===== config.mk =====
export PLATFORM = sky130hd
export DESIGN_NAME = shared_buffer_multi_queue_core
export DESIGN_NICKNAME = d
export VERILOG_FILES = /design/src/rtl/core/sbmq_pkg.sv /design/src/rtl/core/sbmq_link_mem.sv /design/src/rtl/core/sbmq_data_mem.sv /design/src/rtl/core/shared_buffer_multi_queue_core.sv
export SDC_FILE = /design/constraint.sdc
export NUM_CORES = 2
export LEC_CHECK = 0
export ABC_AREA = 1
export BUFFER_PORTS_ARGS = -buffer_cell sky130_fd_sc_hd__buf_2
export CELL_PAD_IN_SITES_DETAIL_PLACEMENT = 0
export CELL_PAD_IN_SITES_GLOBAL_PLACEMENT = 1
export CORE_UTILIZATION = 40
export CTS_BUF_LIST = sky130_fd_sc_hd__clkbuf_4 sky130_fd_sc_hd__clkbuf_8 sky130_fd_sc_hd__clkbuf_16
export CTS_CLUSTER_SIZE = 12
export DETAILED_ROUTE_END_ITERATION = 10
export GPL_TIMING_DRIVEN = 0
export PLACE_DENSITY_LB_ADDON = 0.1
export SYNTH_ARGS = -nofsm -noshare
export SYNTH_HDL_FRONTEND = slang
export SYNTH_SLANG_ARGS = --single-unit

===== constraint.sdc =====
create_clock -name clk -period 5.09 [get_ports clk]
set_input_delay 0.2545 -clock clk [delete_from_list [all_inputs] [get_ports clk]]
set_output_delay 0.2545 -clock clk [all_outputs]
set_load 0.1 [all_outputs]

===== src/rtl/core/sbmq_pkg.sv =====
// Shared definitions for the shared-buffer multi-queue core.
// Sizes, pointer widths, status codes and the link table's reset pattern.
// No dependencies.
`default_nettype none

package sbmq_pkg;

    localparam int SLOTS      = 32;
    localparam int QUEUES     = 4;
    localparam int DATA_WIDTH = 32;

    localparam int SLOT_W = $clog2(SLOTS);
    // one code past the last slot marks a null pointer
    localparam int PTR_W  = $clog2(SLOTS + 1);
    localparam int QID_W  = 2;
    localparam int VAL_W  = 32;
    localparam int STAT_W = 2;

    localparam logic [PTR_W-1:0] NIL_PTR = PTR_W'(SLOTS);

    typedef enum logic [STAT_W-1:0] {
        ST_OK        = 2'd0,
        ST_OVERFLOW  = 2'd1,
        ST_UNDERFLOW = 2'd2
    } status_t;

    typedef enum logic {
        FN_ENQ = 1'b0,
        FN_DEQ = 1'b1
    } func_t;

    // link table after reset: slot i points to slot i+1, last slot is null
    function automatic logic [PTR_W-1:0] link_reset_value(input logic [SLOT_W-1:0] slot);
        logic [PTR_W-1:0] p;
        p = PTR_W'(slot);
        return (p == PTR_W'(SLOTS - 1)) ? NIL_PTR : p + PTR_W'(1);
    endfunction

    // item latched at accept, worked off in the execute cycle
    typedef struct packed {
        func_t              func;
        logic [QID_W-1:0]   qid;
        logic [DATA_WIDTH-1:0] value;
        logic [SLOT_W-1:0]  slot;
        logic               ok;
        logic               q_empty;
    } op_t;

endpackage

`default_nettype wire


===== src/rtl/core/sbmq_link_mem.sv =====
// Next-pointer table for queue chains and the free list.
// Synchronous memory, one write and one read port, registered read data.
// Per-entry written bits make unwritten entries read as the reset chain. Uses sbmq_pkg.
`default_nettype none

module sbmq_link_mem (
    input  wire logic                       clk,
    input  wire logic                       rst_n,
    input  wire logic                       wr_en,
    input  wire logic [sbmq_pkg::SLOT_W-1:0] wr_addr,
    input  wire logic [sbmq_pkg::PTR_W-1:0]  wr_data,
    input  wire logic                       rd_en,
    input  wire logic [sbmq_pkg::SLOT_W-1:0] rd_addr,
    output logic      [sbmq_pkg::PTR_W-1:0]  rd_data
);

    logic [sbmq_pkg::PTR_W-1:0] mem [sbmq_pkg::SLOTS];
    logic [sbmq_pkg::SLOTS-1:0] written_reg;
    logic [sbmq_pkg::PTR_W-1:0] rd_data_reg;
    logic [sbmq_pkg::PTR_W-1:0] mem_rd_reg;
    logic                       rd_hit_reg;
    logic [sbmq_pkg::PTR_W-1:0] rst_val_reg;

    always_ff @(posedge clk or negedge rst_n)
    begin
        if (!rst_n)
        begin
            written_reg <= '0;
        end
        else if (wr_en)
        begin
            written_reg[wr_addr] <= 1'b1;
        end
    end

    always_ff @(posedge clk)
    begin
        if (wr_en)
        begin
            mem[wr_addr] <= wr_data;
        end
    end

    always_ff @(posedge clk)
    begin
        if (rd_en)
        begin
            mem_rd_reg  <= mem[rd_addr];
            rd_hit_reg  <= written_reg[rd_addr];
            rst_val_reg <= sbmq_pkg::link_reset_value(rd_addr);
        end
    end

    always_comb
    begin
        rd_data_reg = rd_hit_reg ? mem_rd_reg : rst_val_reg;
    end

    assign rd_data = rd_data_reg;

endmodule

`default_nettype wire


===== src/rtl/core/sbmq_data_mem.sv =====
// Slot data store shared by all queues.
// Synchronous memory, one write and one read port, registered read data.
// Contents undefined until written. Uses sbmq_pkg.
`default_nettype none

module sbmq_data_mem (
    input  wire logic                           clk,
    input  wire logic                           wr_en,
    input  wire logic [sbmq_pkg::SLOT_W-1:0]     wr_addr,
    input  wire logic [sbmq_pkg::DATA_WIDTH-1:0] wr_data,
    input  wire logic                           rd_en,
    input  wire logic [sbmq_pkg::SLOT_W-1:0]     rd_addr,
    output logic      [sbmq_pkg::DATA_WIDTH-1:0] rd_data
);

    logic [sbmq_pkg::DATA_WIDTH-1:0] mem [sbmq_pkg::SLOTS];
    logic [sbmq_pkg::DATA_WIDTH-1:0] rd_data_reg;

    always_ff @(posedge clk)
    begin
        if (wr_en)
        begin
            mem[wr_addr] <= wr_data;
        end
        if (rd_en)
        begin
            rd_data_reg <= mem[rd_addr];
        end
    end

    assign rd_data = rd_data_reg;

endmodule

`default_nettype wire


===== src/rtl/core/shared_buffer_multi_queue_core.sv =====
// Shared-buffer multi-queue core: control, queue head/tail and free-list registers.
// Depends on sbmq_pkg, sbmq_link_mem and sbmq_data_mem.
//
// Usage:
//   Input channel s_*: one item is an enqueue (s_tuser = 0) or dequeue
//   (s_tuser = 1) on queue queue_id; value_in is the value to enqueue.
//   Output channel m_*: one result per item, status in m_tuser
//   (ok, overflow, underflow), dequeued value in m_tdata (zero otherwise).
//   The accept cycle reads the link and data memories at the slot in play;
//   the execute cycle uses the registered read data, writes the link and
//   data memories back and loads the result into the output register.
//   No new item is taken until the current item's execute cycle has fired.
//   Only one item is in flight, so reads never meet a pending write.
//   The output register holds a result while m_tready is low; a new item
//   is still taken, and its execute cycle waits until the register drains.
//   Reset: all queues empty, free list runs slot 0..SLOTS-1, output empty.
//   No clearing pass; the link table reset pattern comes from valid bits.
`default_nettype none

module shared_buffer_multi_queue_core (
    input  wire logic        clk,
    input  wire logic        rst_n,
    input  wire logic        s_tvalid,
    output logic             s_tready,
    input  wire logic [39:0] s_tdata,  // [1:0] queue_id, [33:2] value_in, [39:34] zero
    input  wire logic        s_tuser,  // [0] func
    output logic             m_tvalid,
    input  wire logic        m_tready,
    output logic      [31:0] m_tdata,  // [31:0] value_out
    output logic      [1:0]  m_tuser   // [1:0] status
);

    typedef enum logic [1:0] {
        S_IDLE = 2'b01,
        S_EXEC = 2'b10
    } state_t;

    state_t state_reg, state_next;
    sbmq_pkg::op_t op_reg, op_next;

    logic [sbmq_pkg::PTR_W-1:0]  head_reg [sbmq_pkg::QUEUES];
    logic [sbmq_pkg::PTR_W-1:0]  head_next [sbmq_pkg::QUEUES];
    logic [sbmq_pkg::SLOT_W-1:0] tail_reg [sbmq_pkg::QUEUES];
    logic [sbmq_pkg::PTR_W-1:0]  free_head_reg, free_head_next;

    logic                        m_tvalid_reg, m_tvalid_next;
    logic [31:0]                 m_tdata_reg, m_tdata_next;
    logic [1:0]                  m_tuser_reg, m_tuser_next;

    logic                        accept;
    logic                        fire;
    sbmq_pkg::func_t             in_func;
    logic [sbmq_pkg::QID_W-1:0]  in_qid;
    logic                        in_q_ok;
    logic [sbmq_pkg::PTR_W-1:0]  in_head;
    logic [sbmq_pkg::PTR_W-1:0]  in_ptr;

    logic                        link_wr_en;
    logic [sbmq_pkg::SLOT_W-1:0] link_wr_addr;
    logic [sbmq_pkg::PTR_W-1:0]  link_wr_data;
    logic [sbmq_pkg::PTR_W-1:0]  link_rd;
    logic                        data_wr_en;
    logic [sbmq_pkg::DATA_WIDTH-1:0] data_rd;
    logic                        tail_wr_en;
    logic [sbmq_pkg::SLOT_W-1:0] q_tail;
    logic [sbmq_pkg::PTR_W-1:0]  next_ptr;

    assign s_tready = (state_reg == S_IDLE);
    assign accept   = s_tvalid && s_tready;
    assign fire     = (state_reg == S_EXEC) && (!m_tvalid_reg || m_tready);

    assign in_func  = sbmq_pkg::func_t'(s_tuser);
    assign in_qid   = s_tdata[1:0];
    assign in_q_ok  = (32'(in_qid) < sbmq_pkg::QUEUES);
    assign in_head  = head_reg[in_qid];
    // enqueue works on the free-list head, dequeue on the queue head
    assign in_ptr   = (in_func == sbmq_pkg::FN_ENQ) ? free_head_reg : in_head;

    always_comb
    begin
        op_next         = op_reg;
        if (accept)
        begin
            op_next.func    = in_func;
            op_next.qid     = in_qid;
            op_next.value   = s_tdata[2 +: sbmq_pkg::DATA_WIDTH];
            op_next.slot    = in_ptr[sbmq_pkg::SLOT_W-1:0];
            op_next.ok      = in_q_ok && (in_ptr < sbmq_pkg::NIL_PTR);
            op_next.q_empty = !(in_head < sbmq_pkg::NIL_PTR);
        end
    end

    assign q_tail   = tail_reg[op_reg.qid];
    // an enqueue does not set the new tail's link to null, so the tail compare ends the chain
    assign next_ptr = (op_reg.slot == q_tail || !(link_rd < sbmq_pkg::NIL_PTR))
                    ? sbmq_pkg::NIL_PTR : link_rd;

    always_comb
    begin
        state_next     = state_reg;
        head_next      = head_reg;
        free_head_next = free_head_reg;
        m_tvalid_next  = m_tvalid_reg;
        m_tdata_next   = m_tdata_reg;
        m_tuser_next   = m_tuser_reg;
        link_wr_en     = 1'b0;
        link_wr_addr   = q_tail;
        link_wr_data   = sbmq_pkg::PTR_W'(op_reg.slot);
        data_wr_en     = 1'b0;
        tail_wr_en     = 1'b0;

        if (m_tvalid_reg && m_tready)
        begin
            m_tvalid_next = 1'b0;
        end

        case (state_reg)
            S_IDLE:
            begin
                if (accept)
                begin
                    state_next = S_EXEC;
                end
            end
            S_EXEC:
            begin
                if (fire)
                begin
                    state_next    = S_IDLE;
                    m_tvalid_next = 1'b1;
                    m_tdata_next  = '0;
                    if (op_reg.func == sbmq_pkg::FN_ENQ)
                    begin
                        m_tuser_next = op_reg.ok ? sbmq_pkg::ST_OK : sbmq_pkg::ST_OVERFLOW;
                        if (op_reg.ok)
                        begin
                            free_head_next = link_rd;
                            data_wr_en     = 1'b1;
                            tail_wr_en     = 1'b1;
                            if (op_reg.q_empty)
                            begin
                                head_next[op_reg.qid] = sbmq_pkg::PTR_W'(op_reg.slot);
                            end
                            else
                            begin
                                link_wr_en = 1'b1;
                            end
                        end
                    end
                    else
                    begin
                        m_tuser_next = op_reg.ok ? sbmq_pkg::ST_OK : sbmq_pkg::ST_UNDERFLOW;
                        if (op_reg.ok)
                        begin
                            head_next[op_reg.qid] = next_ptr;
                            link_wr_en     = 1'b1;
                            link_wr_addr   = op_reg.slot;
                            link_wr_data   = free_head_reg;
                            free_head_next = sbmq_pkg::PTR_W'(op_reg.slot);
                            m_tdata_next   = 32'(data_rd);
                        end
                    end
                end
            end
            default:
            begin
                state_next = S_IDLE;
            end
        endcase
    end

    always_ff @(posedge clk or negedge rst_n)
    begin
        if (!rst_n)
        begin
            state_reg     <= S_IDLE;
            free_head_reg <= '0;
            m_tvalid_reg  <= 1'b0;
            for (int i = 0; i < sbmq_pkg::QUEUES; i++)
            begin
                head_reg[i] <= sbmq_pkg::NIL_PTR;
            end
        end
        else
        begin
            state_reg     <= state_next;
            free_head_reg <= free_head_next;
            m_tvalid_reg  <= m_tvalid_next;
            head_reg      <= head_next;
        end
    end

    always_ff @(posedge clk)
    begin
        op_reg      <= op_next;
        m_tdata_reg <= m_tdata_next;
        m_tuser_reg <= m_tuser_next;
        if (tail_wr_en)
        begin
            tail_reg[op_reg.qid] <= op_reg.slot;
        end
    end

    sbmq_link_mem u_link_mem (
        .clk     (clk),
        .rst_n   (rst_n),
        .wr_en   (link_wr_en),
        .wr_addr (link_wr_addr),
        .wr_data (link_wr_data),
        .rd_en   (accept),
        .rd_addr (in_ptr[sbmq_pkg::SLOT_W-1:0]),
        .rd_data (link_rd)
    );

    sbmq_data_mem u_data_mem (
        .clk     (clk),
        .wr_en   (data_wr_en),
        .wr_addr (op_reg.slot),
        .wr_data (op_reg.value),
        .rd_en   (accept),
        .rd_addr (in_ptr[sbmq_pkg::SLOT_W-1:0]),
        .rd_data (data_rd)
    );

    assign m_tvalid = m_tvalid_reg;
    assign m_tdata  = m_tdata_reg;
    assign m_tuser  = m_tuser_reg;

endmodule

`default_nettype wire


## Word level (Yosys, flattened, before mapping)

Memories as Yosys holds them, arrays and structs flattened. A register that Yosys moved wholly into a read port is not among the register bits.
Index checks and enable logic that the tools add are counted.

| storage, ports and cells | value |
|---|---|
| RAM bits | 1236 |
| bits in latches | 0 |
| bits in read-only memories | 0 |
| logic and storage cells | 108 |
| memories | 3 |
| output and inout bits | 36 |
| bits in registers | 148 |
| bits of input ports | 45 |

| operators by class | value |
|---|---|
| multiplexer cells | 52 |
| divide/modulo/power cells | 0 |
| magnitude comparators | 9 |
| multiply operators | 0 |
| shifts and indexed selects | 0 |
| add/sub/neg operators | 1 |
| bitwise gates (word level) | 3 |
| equal/unequal tests | 6 |
| reductions and logical operators | 16 |

Memories:

| memory | words | width | rd ports | clocked after memory_dff | wr ports | line | RTL |
|---|---|---|---|---|---|---|---|
| u_data_mem.mem | 32 | 32 | 1 | 1 | 1 | sbmq_data_mem.sv:16 | `logic [sbmq_pkg::DATA_WIDTH-1:0] mem [sbmq_pkg::SLOTS];` |
| u_link_mem.mem | 32 | 6 | 1 | 1 | 1 | sbmq_link_mem.sv:17 | `logic [sbmq_pkg::PTR_W-1:0] mem [sbmq_pkg::SLOTS];` |
| tail_reg | 4 | 5 | 1 | 1 | 1 | shared_buffer_multi_queue_core.sv:43 | `logic [sbmq_pkg::SLOT_W-1:0] tail_reg [sbmq_pkg::QUEUES];` |

Operators with widths:

| kind | number |
|---|---|
| $mux 24 | 4 |
| $mux 6 | 13 |
| $bwmux 24 | 2 |
| $or 32x32->32 | 1 |
| $mux 5 | 4 |
| $mux 1 | 19 |
| $lt 6x6->1 const B | 3 |
| $bmux 6 s2 | 1 |
| $demux 6 s2 | 1 |
| $lt 5x6->1 const B | 2 |
| $mux 2 | 5 |
| $add 5x1->6 const B | 1 |
| $ge 3x3->1 const B | 2 |
| $not 2->3 | 2 |
| $reduce_and 2->1 | 3 |
| $bmux 1 s5 | 1 |
| $demux 1 s5 | 1 |
| $eq 5x5->1 | 1 |
| $eq 5x5->1 const B | 1 |
| $ge 5x1->1 const B | 1 |
| $logic_and 1x1->1 | 5 |
| $pmux 2 s2 | 1 |
| $reduce_and 4->1 | 1 |
| $logic_not 1->1 | 3 |
| 8 further kinds | 9 |

## Longest topological paths before layout

| depth | value |
|---|---|
| word-level depth | 10 |
| mapped depth | 17 |
| gate-level depth less buffers | 14 |

## Modules after synthesis

A second synthesis with hierarchy kept.

| second synthesis, totals | value |
|---|---|
| cells, all modules | 5030 |
| area, all modules | 58362.2 um2 |

By module, submodules not included:

| module | seq. area each (um2) | area each (um2) | cells an instance | times used |
|---|---|---|---|---|
| sbmq_data_mem | 31710.4 | 42726.0 | 3536 | 1 |
| sbmq_link_mem | 6956.7 | 10227.3 | 989 | 1 |
| shared_buffer_multi_queue_core | 3754.9 | 5408.9 | 505 | 1 |

## Worst setup path after synthesis

OpenSTA, ideal clock, no wires.

| timing path | value |
|---|---|
| path kind | register to register |
| from | reg m_tvalid_reg, in the netlist m_tvalid |
| to | mem u_data_mem.mem[16][0] (netlist name) (enable) |
| data arrival time | 4.303 ns |
| path buffers | 0 |
| path slack | 0.366 ns |
| period minus slack after synthesis | 4.724 ns |
| cell stages (with the launch flop) | 10 |
| setup time | 0.421 ns |
| data required time | 4.669 ns |
| cell sequence | dfrtp_1 inv_1 nor2_1 nor2_2 nand2_2 nor2_1 inv_1 nor2_1 nand3_1 nor2_1 |

| on the way | value |
|---|---|
| longest elaborated chain between the ends | 7 |

RTL lines:

| item | line | RTL |
|---|---|---|
| from (decl) | shared_buffer_multi_queue_core.sv:46 | `logic m_tvalid_reg, m_tvalid_next;` |
| from (signal assigned) | shared_buffer_multi_queue_core.sv:188 | `m_tvalid_reg <= m_tvalid_next;` |
| $logic_not 1->1 | shared_buffer_multi_queue_core.sv:70 | `assign fire = (state_reg == S_EXEC) && (!m_tvalid_reg \|\| m_tready);` |
| $logic_or 1x1->1 | shared_buffer_multi_queue_core.sv:70 |  |
| $logic_and 1x1->1 | shared_buffer_multi_queue_core.sv:70 |  |
| $mux 1 | shared_buffer_multi_queue_core.sv:127 | `if (fire)` |
| $mux 1 | shared_buffer_multi_queue_core.sv:117 | `case (state_reg)` |
| $mux 1 | sbmq_data_mem.sv:21 | `if (wr_en)` |
| $mux 1 (not written as such) | sbmq_data_mem.sv:23 | `mem[wr_addr] <= wr_data;` |
| to (decl) | sbmq_data_mem.sv:16 |  |

Every way passes these cells.

## Worst setup path after layout

| timing path | value |
|---|---|
| from | in s_tuser |
| to | reg u_data_mem.rd_data_reg, in the netlist u_data_mem.rd_data[1] (read register of u_data_mem.mem) (data pin) |

| on the way | value |
|---|---|
| longest elaborated chain between the ends | 1 |

RTL lines:

| item | line | RTL |
|---|---|---|
| from (decl) | shared_buffer_multi_queue_core.sv:26 | `input wire logic s_tuser,` |
| $mux 6 | shared_buffer_multi_queue_core.sv:77 | `assign in_ptr = (in_func == sbmq_pkg::FN_ENQ) ? free_head_reg : in_head;` |
| to (decl) | sbmq_data_mem.sv:17 | `logic [sbmq_pkg::DATA_WIDTH-1:0] rd_data_reg;` |

Every way passes these cells.
A chain may end at the register's enable or synchronous reset.

==> impl_metrics.json <==
{
  "cap_violations": 0,
  "routed_wl_um": 203400,
  "yosysTopAreaCell": "edfxtp_1",
  "final_cell_mix": "nand3_1 (1362), edfxtp_1 (1357), nand2_1 (1063), inv_1 (900), buf_2 (244)",
  "synth_top_family_by_area": "simple AND/OR/NAND/NOR gates",
  "dieArea_sq_um": 154700,
  "synthSimpleGateAreaFrac_pct": 21.25,
  "internal_power_mw": 21.70,
  "postSynthAreaPerCell_sq_um": 10.83,
  "cp_max_fo": 10,
  "cp.required_ns": 5.64,
  "cpMostUsedCell": "nand3_1",
  "largest_register_ffs": 1024,
  "vdd_drop_max_uv": 296.5,
  "port_buffers": 74,
  "grt_antenna_before_repair": 13,
  "dp.cells": 7808,
  "fin_area_sq_um": 71290,
  "end_kind": "flip-flop",
  "seq_power_share_pct": 41.8,
  "ys_warn_count": 0,
  "path_delay_family": "buffers and inverters",
  "start_kind": "input pin",
  "rsz0062_at_grt": "false",
  "drive_gt1_share_pct": 10.73,
  "p_leak_nw": 28.69,
  "ant_nets": 0,
  "post_dp_cell_area_sq_um": 65540,
  "grt_pass1_wl_um": 287400,
  "gp_congestion": 0.8690,
  "num_vias": 42000,
  "core_region_area_sq_um": 151900,
  "netlist.area_leader.share_pct": 66.54,
  "cts-root-buf": "clkbuf_16",
  "slowest_stage": "clkbuf_1",
  "synthAdderAreaFrac_pct": 0.04086,
  "period_needed_ns": 3.957,
  "regArea_sq_um": 42420,
  "p_comb_share_pct": 23.0,
  "ctsHtreeMaxLevel": 4,
  "tightest_slew_ns": 1.470,
  "path_class": "in2reg",
  "area_growth_pct": 16.41,
  "synth_area_leaders": "edfxtp_1 (67%), nand3_1 (11%), nand2_1 (6.5%)",
  "syn-num-nets": 5702,
  "synth_compound_area_share_pct": 1.167,
  "power_density_nw_per_um2": 452.5,
  "drc": 0,
  "wl_per_cell_um": 24.96,
  "row_count": 143,
  "start_util_pct": 40.31,
  "synthMuxAreaShare_pct": 0.1083,
  "relSlewSlack_pct": 1.999,
  "final-hold-violation-count": 0,
  "finalSetupViolCount": 0,
  "synth_xor_area_share_pct": 0.04291,
  "multi_input_area_sq_um": 14160,
  "ios": 81,
  "drt_iter0_drc": 4050,
  "p_sw_mw": 10.56,
  "hold_path_class": "in2async",
  "max_freq_mhz": 252.7,
  "synthesis.area_sq_um": 61240,
  "clk_latency_ns": 0.79,
  "cts_tree": "yes",
  "synth_seq_area_share_pct": 69.27,
  "syn-instance-count": 5655,
  "overflow": 0,
  "critPathArrivalTime_ns": 4.51,
  "pwr-share-clk_pct": 35.2,
  "cts_resized": 0,
  "cts.sinks": 1424,
  "track_usage_pct": 26.46,
  "cts_buffers": 160,
  "grt_max_degree": 63,
  "cts_buffer_depth": 3,
  "final_common_cell": "nand3_1",
  "path_buf_inv": 8,
  "crit_chain": "dlygate4sd3_1 -> buf_2 -> buf_4 -> inv_2 -> nand2_4 -> clkbuf_1 -> buf_8 -> clkbuf_1 -> nand3b_1 -> nand3_1 -> nand3_1 -> nand3_1 -> nand2_1 -> nand2_1 -> inv_1",
  "drtPass1Iterations": 5,
  "outcome": "completed",
  "clock-skew-final_ns": 0.02812,
  "ys_ff_latch": 1424,
  "num-fill-cells": 14070,
  "final_cells": 8149,
  "die_h_um": 393.3,
  "slew_violations": 0,
  "clk_pin_slew_worst_paths_ns": 0.06,
  "avgViaCountPerCell": 5.154,
  "die_w_um": 393.3,
  "grt_pass1_vias": 39850,
  "holdBufCountCts": 38,
  "async_reset_ff_share_pct": 4.565,
  "yosysUniqueCellTypes": 37,
  "ys.flop_type": "edfxtp_1",
  "min_period_over_period_pct": 77.74,
  "synth_edf_count": 1357,
  "swShare_pct": 32.74,
  "cts_setup_buffers": 0,
  "slowest_delay_ns": 1.02,
  "final_nets": 6035,
  "dp_hpwl_um": 144100
}
## power groups by stage
stage	clock (mW)	sequential (mW)	combinational (mW)
final	11.4	13.5	7.41
after global routing	11.9	13.5	7.95
after CTS	11.5	13.5	7.33
after detailed placement	0	13.8	7.29
after global placement	0	13.8	7.15
after floorplan	0	13.7	3.91
## cell families after synthesis
family | Yosys count
adder cells (fa/ha/maj) | 2
AO/OA/AOI/OAI | 139
flip-flops | 1424
multiplexers | 6
AND/OR/NAND/NOR | 2839
buffers and inverters | 1242
XOR/XNOR | 3
## through the flow
stage | setup TNS [ns] | utilization [%] | hold WS (ns) | total power [mW] | worst slack, ns
6_report | 0 | 46.93 | 0.06597 | 32.26 | 1.133
5_1_grt | 0 | 46.92 | 0.05774 | 33.39 | 1.021
4_1_cts | 0 | 46.76 | 0.01244 | 32.38 | 1.194
3_5_place_dp | 0 | 43.14 | 0.1030 | 21.07 | 1.023
3_3_place_gp | -3628.52 | 42.23 | 0.4313 | 20.96 | -3.487
2_1_floorplan | 0 | - | -0.04109 | 17.62 | 0.3662
## per-layer routing
layer  share of wire (%)  up-vias  track usage (%)
met4                 2.2        0            6.954
met2                  47     1415            43.20
met1                  44    20650            36.73
met3                 6.9      255            4.066
li1                    -    19690                -
met5                   0        -                0
## Yosys cell counts (all sizes together), types with 3 or more instances
cell,instances
edfxtp,1357
o21ai,50
mux2,5
nor2,241
xor2,3
or2,8
inv,906
o211ai,3
o22ai,4
buf,239
nand3b,152
nand3,1365
dfrtp,60
dfstp,5
clkbuf,95
a21oi,81
nand2,1070
## layout make-up
type	count	area share, %
well taps	2030	3.563
repair buffers	171	2.889
clock buffers	213	6.397
multi-input cells	2989	19.86
clock inverters	73	0.7810
inverters	908	4.789
plain buffers	334	2.194
flip-flops and latches	1424	59.50
diodes	7	0.02457
## worst paths after layout
kind / startpoint / endpoint / slack, ns / cells after the start
setup reg to reg: free_head_reg[0]$_DFFE_PN0P_ / u_data_mem.rd_data[1]$_DFFE_PP_ / 1.17 / 12
setup / recovery: s_tuser / u_data_mem.rd_data[1]$_DFFE_PP_ / 1.13 / 15
min in group clk: s_tvalid / flip-flop / 0.12 / 4
max in group asynchronous: rst_n / state_reg[0]$_DFFE_PN1P_ / 4.32 / 3
hold / removal: rst_n / free_head_reg[4]$_DFFE_PN0P_ / 0.07 / 3
hold reg to reg: u_link_mem.written_reg[16]$_DFFE_PN0P_ / u_link_mem.written_reg[16]$_DFFE_PN0P_ / 0.45 / 2
## worst reg2reg max path: stages (launching register included)
cell and delay, ns:
dfrtp_1 0.37, inv_1 0.09, nand2_4 0.20, clkbuf_1 0.65
buf_8 0.25, clkbuf_1 1.03, nand3b_1 0.17, nand3_1 0.14
nand3_1 0.10, nand3_1 0.21, nand2_1 0.24, nand2_1 0.18
inv_1 0.05
No activity file was read; power rests on OpenSTA's default activity.
